## src/rtl/button_debounce_click_hold_detector_core_macros.svh

```systemverilog
// Assertion macros for the button debounce, click and hold detector.
// Included by the top level; expects clk and rst_n in scope.
`ifndef BUTTON_DEBOUNCE_CLICK_HOLD_DETECTOR_CORE_MACROS_SVH
`define BUTTON_DEBOUNCE_CLICK_HOLD_DETECTOR_CORE_MACROS_SVH

// Check that the consequent holds in the same cycle as the antecedent.
`define BDCH_ASSERT_SAME(label, ante, cons, msg) \
    label: assert property (@(posedge clk) disable iff (!rst_n) (ante) |-> (cons)) \
        else $error(msg);

// Check that the consequent holds in the cycle after the antecedent.
`define BDCH_ASSERT_NEXT(label, ante, cons, msg) \
    label: assert property (@(posedge clk) disable iff (!rst_n) (ante) |=> (cons)) \
        else $error(msg);

`endif

```

## src/rtl/bdch_pkg.sv

```systemverilog
// Shared types and constants for the button debounce, click and hold detector.
// No dependencies.
package bdch_pkg;

    localparam int unsigned STAMP_W = 32;
    localparam int unsigned DELAY_W = 16;
    localparam int unsigned TALLY_W = 4;
    localparam int unsigned ADDR_W  = 5;
    localparam int unsigned DATA_W  = 32;
    localparam int unsigned IN_TDATA_W  = 40;
    localparam int unsigned OUT_TDATA_W = 16;

    localparam logic [TALLY_W-1:0] TALLY_MAX  = 4'd15;
    localparam logic [TALLY_W-1:0] CLICK_MAX  = 4'd9;
    localparam logic [DELAY_W-1:0] DEBOUNCE_RESET = 16'd50;
    localparam logic [DELAY_W-1:0] FILTER_RESET   = 16'd20;

    typedef enum logic [2:0] {
        REG_DEBOUNCE  = 3'd0,
        REG_FILTER    = 3'd1,
        REG_HOLD      = 3'd2,
        REG_MULTICLK  = 3'd3,
        REG_BISTABLE  = 3'd4,
        REG_ACTIVELOW = 3'd5
    } reg_idx_t;

    typedef struct packed {
        logic [DELAY_W-1:0] debounce_delay;
        logic [DELAY_W-1:0] noise_filter_delay;
        logic [DELAY_W-1:0] hold_time;
        logic [DELAY_W-1:0] multiclick_time;
        logic               bistable_mode;
        logic               active_low;
    } cfg_t;

    typedef struct packed {
        logic [TALLY_W-1:0] click_count;
        logic               hold_event;
        logic               change_event;
        logic               release_event;
        logic               press_event;
        logic               button_pressed;
    } result_t;

endpackage

```

## src/rtl/bdch_cfg.sv

```systemverilog
// Configuration register file with an APB-style write/read port.
// Depends on bdch_pkg.
module bdch_cfg
    import bdch_pkg::*;
(
    input  logic              clk,
    input  logic              rst_n,
    input  logic              psel,
    input  logic              penable,
    input  logic              pwrite,
    input  logic [ADDR_W-1:0] paddr,
    input  logic [DATA_W-1:0] pwdata,
    output logic [DATA_W-1:0] prdata,
    output logic              pready,
    output cfg_t              cfg
);

    cfg_t cfg_reg;
    cfg_t cfg_next;
    logic wr_en;
    logic [2:0] idx;

    assign pready = 1'b1;
    assign wr_en  = psel && penable && pwrite;
    assign idx    = paddr[ADDR_W-1:2];
    assign cfg    = cfg_reg;

    always_comb
    begin
        cfg_next = cfg_reg;
        if (wr_en)
        begin
            case (idx)
                REG_DEBOUNCE:  cfg_next.debounce_delay     = pwdata[DELAY_W-1:0];
                REG_FILTER:    cfg_next.noise_filter_delay = pwdata[DELAY_W-1:0];
                REG_HOLD:      cfg_next.hold_time = cfg_reg.bistable_mode ?
                                                    '0 : pwdata[DELAY_W-1:0];
                REG_MULTICLK:  cfg_next.multiclick_time    = pwdata[DELAY_W-1:0];
                REG_BISTABLE:
                begin
                    cfg_next.bistable_mode = pwdata[0];
                    if (pwdata[0])
                    begin
                        cfg_next.hold_time = '0;
                    end
                end
                REG_ACTIVELOW: cfg_next.active_low = pwdata[0];
                default:       cfg_next = cfg_reg;
            endcase
        end
    end

    always_comb
    begin
        case (idx)
            REG_DEBOUNCE:  prdata = {{(DATA_W-DELAY_W){1'b0}}, cfg_reg.debounce_delay};
            REG_FILTER:    prdata = {{(DATA_W-DELAY_W){1'b0}}, cfg_reg.noise_filter_delay};
            REG_HOLD:      prdata = {{(DATA_W-DELAY_W){1'b0}}, cfg_reg.hold_time};
            REG_MULTICLK:  prdata = {{(DATA_W-DELAY_W){1'b0}}, cfg_reg.multiclick_time};
            REG_BISTABLE:  prdata = {{(DATA_W-1){1'b0}}, cfg_reg.bistable_mode};
            REG_ACTIVELOW: prdata = {{(DATA_W-1){1'b0}}, cfg_reg.active_low};
            default:       prdata = '0;
        endcase
    end

    always_ff @(posedge clk or negedge rst_n)
    begin
        if (!rst_n)
        begin
            cfg_reg.debounce_delay     <= DEBOUNCE_RESET;
            cfg_reg.noise_filter_delay <= FILTER_RESET;
            cfg_reg.hold_time          <= '0;
            cfg_reg.multiclick_time    <= '0;
            cfg_reg.bistable_mode      <= 1'b0;
            cfg_reg.active_low         <= 1'b0;
        end
        else
        begin
            cfg_reg <= cfg_next;
        end
    end

endmodule

```

## src/rtl/bdch_eval.sv

```systemverilog
// Debounce, noise filter, hold and multiclick state with its per-poll update.
// Depends on bdch_pkg.
module bdch_eval
    import bdch_pkg::*;
(
    input  logic               clk,
    input  logic               rst_n,
    input  cfg_t               cfg,
    input  logic               fire,
    input  logic               pin,
    input  logic [STAMP_W-1:0] now,
    output result_t            res
);

    logic               stable_reg,    stable_next;
    logic               cand_reg,      cand_next;
    logic [STAMP_W-1:0] lockout_reg,   lockout_next;
    logic [STAMP_W-1:0] filter_reg,    filter_next;
    logic [STAMP_W-1:0] last_chg_reg,  last_chg_next;
    logic               hold_rep_reg,  hold_rep_next;
    logic [TALLY_W-1:0] tally_reg,     tally_next;
    logic               primed_reg;

    logic               stable_cur;
    logic               cand_cur;
    logic               press_level;
    logic [STAMP_W-1:0] delta;
    logic [STAMP_W-1:0] lock_age;
    logic [STAMP_W-1:0] filt_age;
    logic               lock_ok;
    logic               filt_ok;
    logic               changed;
    logic               pressed_ev;
    logic               hold_ev;
    logic [TALLY_W-1:0] clicks;

    assign stable_cur  = primed_reg ? stable_reg : pin;
    assign cand_cur    = primed_reg ? cand_reg : pin;
    assign press_level = !cfg.active_low;
    assign delta       = now - last_chg_reg;
    assign lock_age    = now - lockout_reg;
    assign filt_age    = now - filter_reg;
    assign lock_ok     = lock_age > {{(STAMP_W-DELAY_W){1'b0}}, cfg.debounce_delay};
    assign filt_ok     = filt_age > {{(STAMP_W-DELAY_W){1'b0}}, cfg.noise_filter_delay};

    always_comb
    begin
        stable_next   = stable_cur;
        cand_next     = cand_cur;
        lockout_next  = lockout_reg;
        filter_next   = filter_reg;
        last_chg_next = last_chg_reg;
        hold_rep_next = hold_rep_reg;
        tally_next    = tally_reg;
        changed       = 1'b0;
        pressed_ev    = 1'b0;
        hold_ev       = 1'b0;
        clicks        = '0;

        if (lock_ok)
        begin
            if (pin != stable_cur)
            begin
                if (pin != cand_cur)
                begin
                    cand_next   = pin;
                    filter_next = now;
                end
                else if (filt_ok)
                begin
                    lockout_next = now;
                    stable_next  = pin;
                    changed      = 1'b1;
                    pressed_ev   = (pin == press_level);
                end
            end
            else
            begin
                cand_next = stable_cur;
            end
        end

        if (!changed)
        begin
            if (!cfg.bistable_mode && (stable_cur == press_level))
            begin
                if ((tally_reg <= 4'd1) && (cfg.hold_time != '0) &&
                    (delta > {{(STAMP_W-DELAY_W){1'b0}}, cfg.hold_time}) && !hold_rep_reg)
                begin
                    hold_ev       = 1'b1;
                    hold_rep_next = 1'b1;
                end
            end
            else if ((cfg.multiclick_time != '0) &&
                     (delta > {{(STAMP_W-DELAY_W){1'b0}}, cfg.multiclick_time}))
            begin
                if (!hold_rep_reg && (tally_reg != '0) && (tally_reg <= CLICK_MAX))
                begin
                    clicks = tally_reg;
                end
                hold_rep_next = 1'b0;
                tally_next    = '0;
            end
        end
        else
        begin
            last_chg_next = now;
            if ((pressed_ev || cfg.bistable_mode) && (tally_reg < TALLY_MAX))
            begin
                tally_next = tally_reg + 4'd1;
            end
        end

        res.button_pressed = (stable_next == press_level);
        res.press_event    = changed && pressed_ev;
        res.release_event  = changed && !pressed_ev;
        res.change_event   = changed;
        res.hold_event     = hold_ev;
        res.click_count    = clicks;
    end

    always_ff @(posedge clk or negedge rst_n)
    begin
        if (!rst_n)
        begin
            stable_reg   <= 1'b0;
            cand_reg     <= 1'b0;
            lockout_reg  <= '0;
            filter_reg   <= '0;
            last_chg_reg <= '0;
            hold_rep_reg <= 1'b0;
            tally_reg    <= '0;
            primed_reg   <= 1'b0;
        end
        else if (fire)
        begin
            stable_reg   <= stable_next;
            cand_reg     <= cand_next;
            lockout_reg  <= lockout_next;
            filter_reg   <= filter_next;
            last_chg_reg <= last_chg_next;
            hold_rep_reg <= hold_rep_next;
            tally_reg    <= tally_next;
            primed_reg   <= 1'b1;
        end
    end

endmodule

```

## src/rtl/button_debounce_click_hold_detector_core.sv

```systemverilog
// Top level of the button debounce, click and hold detector.
// Depends on bdch_pkg, bdch_cfg, bdch_eval and the assertion macro header.
//
//   channel  | direction | transfer
//   s_axis   | in        | one poll: pin level and ms timestamp
//   m_axis   | out       | one result per poll: level, events, click count
//   apb      | in/out    | register write/read, six registers at 4*i
//
// A transferred poll is held in the input register and, when the result
// register is free, one update pass carries it into the result register on m_tdata.
// One poll per cycle is sustained while m_tready is high; the state update is a single pass.
// rst_n clears control state and the detector state asynchronously.
// A stalled m_tready holds the result; s_tready drops only when both
// registers are full.
`include "button_debounce_click_hold_detector_core_macros.svh"

module button_debounce_click_hold_detector_core
    import bdch_pkg::*;
(
    input  logic                   clk,
    input  logic                   rst_n,
    input  logic                   s_tvalid,
    output logic                   s_tready,
    input  logic [IN_TDATA_W-1:0]  s_tdata,   // [0] pin_level, [32:1] now_ms, rest zero
    output logic                   m_tvalid,
    input  logic                   m_tready,
    output logic [OUT_TDATA_W-1:0] m_tdata,   // [0] button_pressed, [1] press_event,
                                              // [2] release_event, [3] change_event,
                                              // [4] hold_event, [8:5] click_count
    input  logic                   psel,
    input  logic                   penable,
    input  logic                   pwrite,
    input  logic [ADDR_W-1:0]      paddr,
    input  logic [DATA_W-1:0]      pwdata,
    output logic [DATA_W-1:0]      prdata,
    output logic                   pready
);

    cfg_t               cfg;
    result_t            res;
    logic               in_valid_reg,  in_valid_next;
    logic               in_pin_reg;
    logic [STAMP_W-1:0] in_now_reg;
    logic               out_valid_reg, out_valid_next;
    result_t            out_res_reg;
    logic               advance;
    logic               take;

    bdch_cfg u_cfg (
        .clk     (clk),
        .rst_n   (rst_n),
        .psel    (psel),
        .penable (penable),
        .pwrite  (pwrite),
        .paddr   (paddr),
        .pwdata  (pwdata),
        .prdata  (prdata),
        .pready  (pready),
        .cfg     (cfg)
    );

    bdch_eval u_eval (
        .clk   (clk),
        .rst_n (rst_n),
        .cfg   (cfg),
        .fire  (advance),
        .pin   (in_pin_reg),
        .now   (in_now_reg),
        .res   (res)
    );

    assign advance  = in_valid_reg && (!out_valid_reg || m_tready);
    assign s_tready = !in_valid_reg || advance;
    assign take     = s_tvalid && s_tready;
    assign m_tvalid = out_valid_reg;
    assign m_tdata  = {{(OUT_TDATA_W-$bits(result_t)){1'b0}}, out_res_reg};

    always_comb
    begin
        priority if (take)
        begin
            in_valid_next = 1'b1;
        end
        else if (advance)
        begin
            in_valid_next = 1'b0;
        end
        else
        begin
            in_valid_next = in_valid_reg;
        end

        priority if (advance)
        begin
            out_valid_next = 1'b1;
        end
        else if (m_tready)
        begin
            out_valid_next = 1'b0;
        end
        else
        begin
            out_valid_next = out_valid_reg;
        end
    end

    always_ff @(posedge clk or negedge rst_n)
    begin
        if (!rst_n)
        begin
            in_valid_reg  <= 1'b0;
            out_valid_reg <= 1'b0;
        end
        else
        begin
            in_valid_reg  <= in_valid_next;
            out_valid_reg <= out_valid_next;
        end
    end

    always_ff @(posedge clk)
    begin
        if (take)
        begin
            in_pin_reg <= s_tdata[0];
            in_now_reg <= s_tdata[STAMP_W:1];
        end
        if (advance)
        begin
            out_res_reg <= res;
        end
    end

    `BDCH_ASSERT_SAME(a_change_split, m_tvalid,
        (out_res_reg.change_event == (out_res_reg.press_event || out_res_reg.release_event))
        && !(out_res_reg.press_event && out_res_reg.release_event),
        "change_event does not match press/release")
    `BDCH_ASSERT_SAME(a_click_quiet, m_tvalid && (out_res_reg.click_count != '0),
        !out_res_reg.change_event && !out_res_reg.hold_event && !(out_res_reg.click_count > CLICK_MAX),
        "click report collides with another event or exceeds limit")
    `BDCH_ASSERT_SAME(a_ready_when_empty, !out_valid_reg, s_tready,
        "input stalled with an empty result register")
    `BDCH_ASSERT_NEXT(a_advance_fills, advance, out_valid_reg,
        "result register not filled after an update pass")

endmodule
```

## config.mk

```make
export PLATFORM = sky130hd
export DESIGN_NAME = button_debounce_click_hold_detector_core
export DESIGN_NICKNAME = d
export VERILOG_FILES = /design/src/rtl/bdch_pkg.sv /design/src/rtl/bdch_cfg.sv /design/src/rtl/bdch_eval.sv /design/src/rtl/button_debounce_click_hold_detector_core.sv
export VERILOG_INCLUDE_DIRS = /design/src /design/src/rtl
export SDC_FILE = /design/constraint.sdc
export NUM_CORES = 1
export LEC_CHECK = 0
export BUFFER_PORTS_ARGS = -buffer_cell sky130_fd_sc_hd__buf_2
export CORE_MARGIN = 2
export CORE_UTILIZATION = 34
export CTS_BUF_LIST = sky130_fd_sc_hd__clkbuf_4
export CTS_CLUSTER_SIZE = 40
export DETAILED_ROUTE_END_ITERATION = 6
export HOLD_SLACK_MARGIN = 0.15
export MAX_ROUTING_LAYER = met4
export PLACE_DENSITY = 0.59
export RECOVER_POWER = 25
export SETUP_SLACK_MARGIN = 0.5
export SLEW_MARGIN = 0
export SYNTH_ARGS = -nofsm -noshare
export SYNTH_HDL_FRONTEND = slang
export SYNTH_SLANG_ARGS = --single-unit
export TNS_END_PERCENT = 20
```

## constraint.sdc

```tcl
create_clock -name clk -period 7.2 [get_ports clk]
set_clock_uncertainty 0.15 [all_clocks]
set_input_delay 0.36 -clock clk [delete_from_list [all_inputs] [get_ports clk]]
set_output_delay 0.36 -clock clk [all_outputs]
set_load 0.02 [all_outputs]
```

==> impl_metrics.py, run 1 <==
metrics = {
    "critical_path": {
        "arrival_ns": 6.84,
        "worstPathCellList": "ha_1 -> nand3_1 -> o22ai_1 -> o21ai_0 -> a311oi_2 -> nor2_1 -> xnor2_1 -> ha_1 -> nand4_1 -> nor2_1 -> a221o_1 -> o31a_1 -> nor3_1 -> o2111ai_1 -> or4_1 -> or4_1 -> and2_1 -> nand3_4 -> buf_4 -> mux2_4",
        "worstSetupStartpointType": "register",
        "cp_num_buf_inv": 1,
        "critPathSlowestCell": "or4_1",
        "cpPeakStageDelay_ns": 0.63,
        "rrSetupSlack_ns": 0.86,
        "end_kind": "register",
        "required_ns": 7.70,
        "crit_fanout": 11,
        "critical_path.top_delay_family": "simple AND/OR/NAND/NOR gates",
        "critPathKind": "register to register",
    },
    "timing": {
        "fin_ws_ns": 0.863,
        "fin_crit_ns": 6.34,
        "fin_tns_setup_ns": 0,
        "relSlewSlack_pct": -194,
        "fmax_mhz": 158,
        "setup_viol": 0,
        "grt_setup_unrepaired": "no",
        "tightestPinTransition_ns": 4.41,
        "fin_crit_sh_pct": 88.0,
        "whs_ns": 0.214,
        "hold_viol": 0,
        "slew_violations": 92,
    },
    "global_route": {
        "grt_pass1_vias": 14800,
        "track_usage_pct": 19.9,
        "gr-total-overflow": 0,
        "antenna_found_initial": 4,
        "grt_max_degree": 92,
        "grt_pass1_wl_mm": 79.9,
    },
    "pwr": {
        "p_int_mw": 4.71,
        "p_comb_share_pct": 62.4,
        "max-vdd-ir-drop_mv": 0.148,
        "sequentialPowerShare_pct": 22.3,
        "power_density_nw_per_um2": 427,
        "power.switching_mw": 3.99,
        "report.power.total_mw": 8.70,
        "switching_share_pct": 45.8,
        "leakagePower_nw": 9.25,
        "clkPwrFrac_pct": 15.3,
    },
    "logic_synthesis": {
        "syn_area_um2": 17100,
        "yosysTopAreaCellShare_pct": 24.4,
        "synth_largest_area_cell": "dfrtp_1",
        "syn_inst": 1825,
        "yosysWarnings": 0,
        "synth.distinct_cells": 95,
        "ys_top_cells_by_area": "dfrtp_1, ha_1, edfxtp_1",
        "synth_edf_count": 42,
        "async_reset_ff_share_pct": 80.4,
        "synth-main-ff-cell": "dfrtp_1",
        "yosysSeqAreaShare_pct": 32.5,
        "synth_seq_cells": 214,
        "syn_area_per_cell_um2": 9.40,
    },
    "placed_design": {
        "dp_slack_ns": 0.544,
        "hpwl_mm": 38.0,
        "place_congestion": 0.914,
        "port_buffers": 85,
    },
    "floorplanning": {
        "die_h_um": 229,
        "die_area_um2": 52200,
        "die_x_um": 229,
        "std_cell_rows": 82,
        "core_area_um2": 50000,
        "initial_core_util_pct": 34.3,
        "io_pins": 135,
    },
    "drt": {
        "drtIter0Drc": 1029,
        "drt_pass1_iterations": 5,
        "detail-route-antenna-nets": 0,
        "post-route-drc-count": 0,
        "vias_per_cell": 5.25,
        "wl_per_cell_um": 18.0,
        "routed_wl_mm": 50.4,
        "dr_total_vias": 14700,
    },
    "finish": {
        "final_cell_mix": "inv_1, dfrtp_1, ha_1",
        "drive_gt1_share_pct": 17.9,
        "fin_util_pct": 40.8,
        "largest_register_ffs": 66,
        "area_growth_pct": 18.9,
        "final_common_cell": "inv_1",
        "final_nets": 2315,
    },
    "clock_network": {
        "cts_buffer_depth": 3,
        "cts.root.buffer_cell": "clkbuf_4",
        "path_clk_slew_ns": 0.06,
        "tritoncts": "yes",
        "cts_sinks": 214,
        "clock_latency_ns": 0.82,
        "cts-buffers-inserted": 66,
        "htreeDepth": 3,
    },
    "run_status": {
        "status": "finished with violations",
        "violations": "capacitance limit, slew limit",
    },
    "job": {
        "max_cap_violations": 1,
    },
    "hold_path": {
        "min_path_type": "input pin to register",
    },
}
## synth_stat cells, types with 13 or more instances
library cell and n:
edfxtp_1 42, a21oi_1 126, a211oi_1 16, mux4_2 15
mux2_4 58, xor2_1 23, dfrtp_1 167, clkbuf_1 44
nand2b_1 19, nor3_1 35, o21a_1 26, xnor2_1 39
a21o_1 39, o21ai_0 95, nor2_1 85, inv_1 189
nand4_1 37, or3_1 13, nand2_1 154, nor4_1 24
buf_4 28, mux2_2 60, mux2i_1 15, o211ai_1 23
nor2b_1 28, nand3_1 27, ha_1 163
## repair_timing
action	4_1_cts	5_1_grt
setup endpoints to repair	0	47
buffers inserted	0	6
hold buffers	136	0
resized for setup	0	2
endpoints found under the hold margin	198	0
## logic make-up after synthesis
kind of cell | Yosys count | synth area share, %
AO/OA/AOI/OAI | 462 | 18.0
flip-flops | 214 | 32.5
other | 2 | 0.0438
XOR/XNOR | 62 | 3.17
AND/OR/NAND/NOR | 482 | 14.2
multiplexers | 156 | 12.4
buffers and inverters | 281 | 7.55
adder cells (fa/ha/maj) | 166 | 12.2
## stage by stage
step | std cells | cell area, um2
floorplan | 1847 | 17200
global placement | 2527 | 18100
detailed placement | 2527 | 18100
CTS | 2784 | 20300
global route | 2796 | 20400
finish | 2796 | 20400
## tightest hold or removal path, cell delays in order
cell and delay [ns]:
dlygate4sd3_1 0.51, buf_2 0.13, mux2_2 0.14
## final timing paths
check	startpoint	endpoint	cells after the start
worst max-delay path	in_now_reg[8]	u_eval.last_chg_reg[23]	20
worst min-delay path	pwdata[8]	u_cfg.cfg[42]	3
worst max register to register	in_now_reg[8]	u_eval.last_chg_reg[23]	20
worst min register to register	u_eval.filter_reg[10]	u_eval.filter_reg[10]	1
max in group asynchronous	rst_n	u_eval.stable_reg	4
min in group asynchronous	rst_n	u_cfg.cfg[55]	3
## power by group through the flow
stage / logic, mW / registers [mW] / clock network [mW]
finish: 5.43 / 1.94 / 1.33
global route: 6.07 / 1.99 / 1.46
CTS: 5.41 / 1.94 / 1.39
detailed placement: 5.31 / 1.95 / 0
global placement: 5.21 / 1.94 / 0
floorplan: 4.09 / 1.86 / 0
## per-layer routing
layer / track usage [%] / routed length [um] / part of all wire [%]
met1: 25.7 / 23700 / 47
met2: 31.7 / 23400 / 46
met3: 3.72 / 2290 / 4.5
met4: 5.80 / 1040 / 2.1
met5: - / 0 / 0
## layout make-up
cell class,count,area [um2]
Antenna cell,6,15.0
Fill cell,5012,29600
Sequential cell,214,5570
Inverter,190,713
Clock buffer,96,721
Tap cell,672,841
Multi-Input combinational cell,1352,10400
Clock inverter,25,188
Timing Repair Buffer,241,1960
Power figures use the tool's default switching activity.
==> run 2: changes to the inputs <==
--- a/config.mk
+++ b/config.mk
@@ -8,13 +8,13 @@
 export LEC_CHECK = 0
 export BUFFER_PORTS_ARGS = -buffer_cell sky130_fd_sc_hd__buf_2
 export CORE_MARGIN = 2
-export CORE_UTILIZATION = 34
+export CORE_UTILIZATION = 60
 export CTS_BUF_LIST = sky130_fd_sc_hd__clkbuf_4
 export CTS_CLUSTER_SIZE = 40
 export DETAILED_ROUTE_END_ITERATION = 6
 export HOLD_SLACK_MARGIN = 0.15
 export MAX_ROUTING_LAYER = met4
-export PLACE_DENSITY = 0.59
+export PLACE_DENSITY = 0.89
 export RECOVER_POWER = 25
 export SETUP_SLACK_MARGIN = 0.5
 export SLEW_MARGIN = 0
==> run 2 against run 1 <==
Net effect:
- the run still ends with capacitance limit, slew limit left
- routed wire length down 7.3%
- non-clock buffer count down 87
- clock-buffer cell count down 4
- first-iteration DRC count up 12%
- largest cell class unchanged
- largest power group unchanged
==> impl_metrics.py, run 2 (synthesis results as in run 1) <==
metrics = {
    "job": {
        "max_cap_violations": 4,
    },
    "finish": {
        "drive_gt1_share_pct": 16.8,
        "final_cell_mix": "inv_1, dfrtp_1, ha_1",
        "area_growth_pct": 11.0,
        "final_common_cell": "inv_1",
        "largest_register_ffs": 66,
        "nFillCells": 2177,
        "final_nets": 2221,
    },
    "global_route": {
        "antenna_found_initial": 1,
        "gr-total-overflow": 0,
        "grt_pass1_wl_mm": 74.2,
        "grt_max_degree": 70,
        "track_usage_pct": 31.4,
        "grt_pass1_vias": 14700,
    },
    "timing": {
        "tightestPinTransition_ns": 3.77,
        "relSlewSlack_pct": -151,
        "fin_tns_setup_ns": 0,
        "fin_crit_sh_pct": 89.4,
        "grt_setup_unrepaired": "yes",
        "fin_crit_ns": 6.43,
        "hold_viol": 0,
        "fmax_mhz": 155,
        "slew_violations": 205,
        "whs_ns": 0.228,
        "setup_viol": 0,
    },
    "floorplanning": {
        "initial_core_util_pct": 61.4,
        "die_x_um": 173,
        "die_h_um": 173,
        "std_cell_rows": 61,
        "core_area_um2": 27900,
        "die_area_um2": 29900,
        "io_pins": 135,
    },
    "critical_path": {
        "ff2ff_path_depth": 20,
        "critPathKind": "register to register",
        "worstPathCellList": "ha_1 -> nand3_1 -> o22ai_1 -> o21ai_0 -> a311oi_2 -> nor2_1 -> xnor2_1 -> ha_1 -> nand4_1 -> nor2_1 -> a221o_1 -> o31a_1 -> nor3_1 -> o2111ai_1 -> or4_1 -> or4_1 -> and2_1 -> nand3_4 -> buf_12 -> mux2_2",
        "critPathSlowestCell": "or4_1",
        "arrival_ns": 6.85,
        "required_ns": 7.61,
        "cpPeakStageDelay_ns": 0.62,
        "worstSetupStartpointType": "register",
        "rrSetupSlack_ns": 0.77,
        "rr_endpoint": "u_eval.last_chg_reg[8]",
        "cp_num_buf_inv": 1,
        "end_kind": "register",
        "rr_startpoint": "in_now_reg[8]",
        "critical_path.top_delay_family": "simple AND/OR/NAND/NOR gates",
        "crit_fanout": 35,
    },
    "pwr": {
        "power.switching_mw": 3.96,
        "max-vdd-ir-drop_mv": 0.213,
        "switching_share_pct": 46.2,
        "power_density_nw_per_um2": 449,
        "leakagePower_nw": 8.83,
        "p_comb_share_pct": 63.4,
        "p_int_mw": 4.60,
        "clkPwrFrac_pct": 13.8,
        "sequentialPowerShare_pct": 22.8,
    },
    "hold_path": {
        "min_path_type": "input pin to register",
        "hp-start": "s_tdata[9]",
        "hold_depth": 2,
        "whs_endpoint": "in_now_reg[8]",
    },
    "run_status": {
        "violations": "capacitance limit, slew limit",
        "status": "finished with violations",
    },
    "clock_network": {
        "cts.root.buffer_cell": "clkbuf_4",
        "htreeDepth": 2,
        "tritoncts": "yes",
        "clock_latency_ns": 0.75,
        "cts-buffers-inserted": 59,
        "cts_buffer_depth": 3,
        "path_clk_slew_ns": 0.07,
        "cts_sinks": 214,
    },
    "drt": {
        "drt_pass1_iterations": 6,
        "routed_wl_mm": 46.7,
        "wl_per_cell_um": 19.5,
        "vias_per_cell": 6.23,
        "drtIter0Drc": 1151,
        "detail-route-antenna-nets": 0,
        "dr_total_vias": 15000,
        "post-route-drc-count": 0,
    },
    "placed_design": {
        "place_congestion": 0.990,
        "hpwl_mm": 34.6,
        "port_buffers": 85,
    },
}
==> run 2: through the flow <==
| stage | worst slack, ns | instance area, um2 | util [%] | total power [mW] | std cells |
|---|---|---|---|---|---|
| after global routing | 0.442 | 19000 | 68.1 | 9.22 | 2400 |
| after global placement | 0.832 | 17600 | 63.1 | 6.98 | 2227 |
| after floorplan | 1.86 | 17200 | - | 5.95 | 1847 |
| final | 0.765 | 19000 | 68.1 | 8.55 | 2400 |
| after CTS | 0.722 | 19100 | 68.3 | 8.45 | 2399 |
| after detailed placement | 0.710 | 17600 | 63.1 | 7.20 | 2227 |
==> run 2: worst max-delay path by stage <==
stage	slack, ns	endpoint	startpoint	depth (start not counted)
floorplan	1.86	u_eval.last_chg_reg[10]	in_now_reg[4]	23
global placement	0.83	u_eval.last_chg_reg[25]	in_now_reg[7]	20
detailed placement	0.71	u_eval.lockout_reg[22]	in_now_reg[7]	20
CTS	0.72	u_eval.lockout_reg[26]	in_now_reg[7]	20
global route	0.44	u_eval.last_chg_reg[8]	in_now_reg[1]	20
finish	0.77	u_eval.last_chg_reg[8]	in_now_reg[8]	20
==> run 2: cell type report <==
| type | count | area [um2] | area share, % |
|---|---|---|---|
| Multi-Input combinational cell | 1352 | 10400 | 54.5 |
| Timing Repair Buffer | 154 | 1080 | 5.67 |
| Clock inverter | 19 | 129 | 0.677 |
| Tap cell | 378 | 473 | 2.48 |
| Antenna cell | 1 | 2.50 | 0.0131 |
| Inverter | 190 | 713 | 3.75 |
| Clock buffer | 92 | 691 | 3.63 |
| Sequential cell | 214 | 5570 | 29.3 |
==> run 2: timing repair <==
item,CTS,global route
hold endpoints to repair,273,0
hold buffers,61,0
buffers inserted,0,0
endpoints found under the setup margin,0,52
gates resized for setup,0,2
==> run 2: power by group through the flow <==
stage / logic (mW) / clock network, mW / registers, mW
floorplan: 4.09 / 0 / 1.86
global placement: 5.05 / 0 / 1.92
detailed placement: 5.25 / 0 / 1.95
CTS: 5.31 / 1.21 / 1.94
global route: 5.95 / 1.28 / 1.99
finish: 5.42 / 1.18 / 1.95
==> run 2: routing by layer <==
metal,global-route usage [%],vias to the layer above,routed length [um]
met5,-,-,0
met3,4.44,163,3410
met1,39.3,7151,19600
met4,13.0,0,1890
li1,-,6912,-
met2,51.2,735,21900
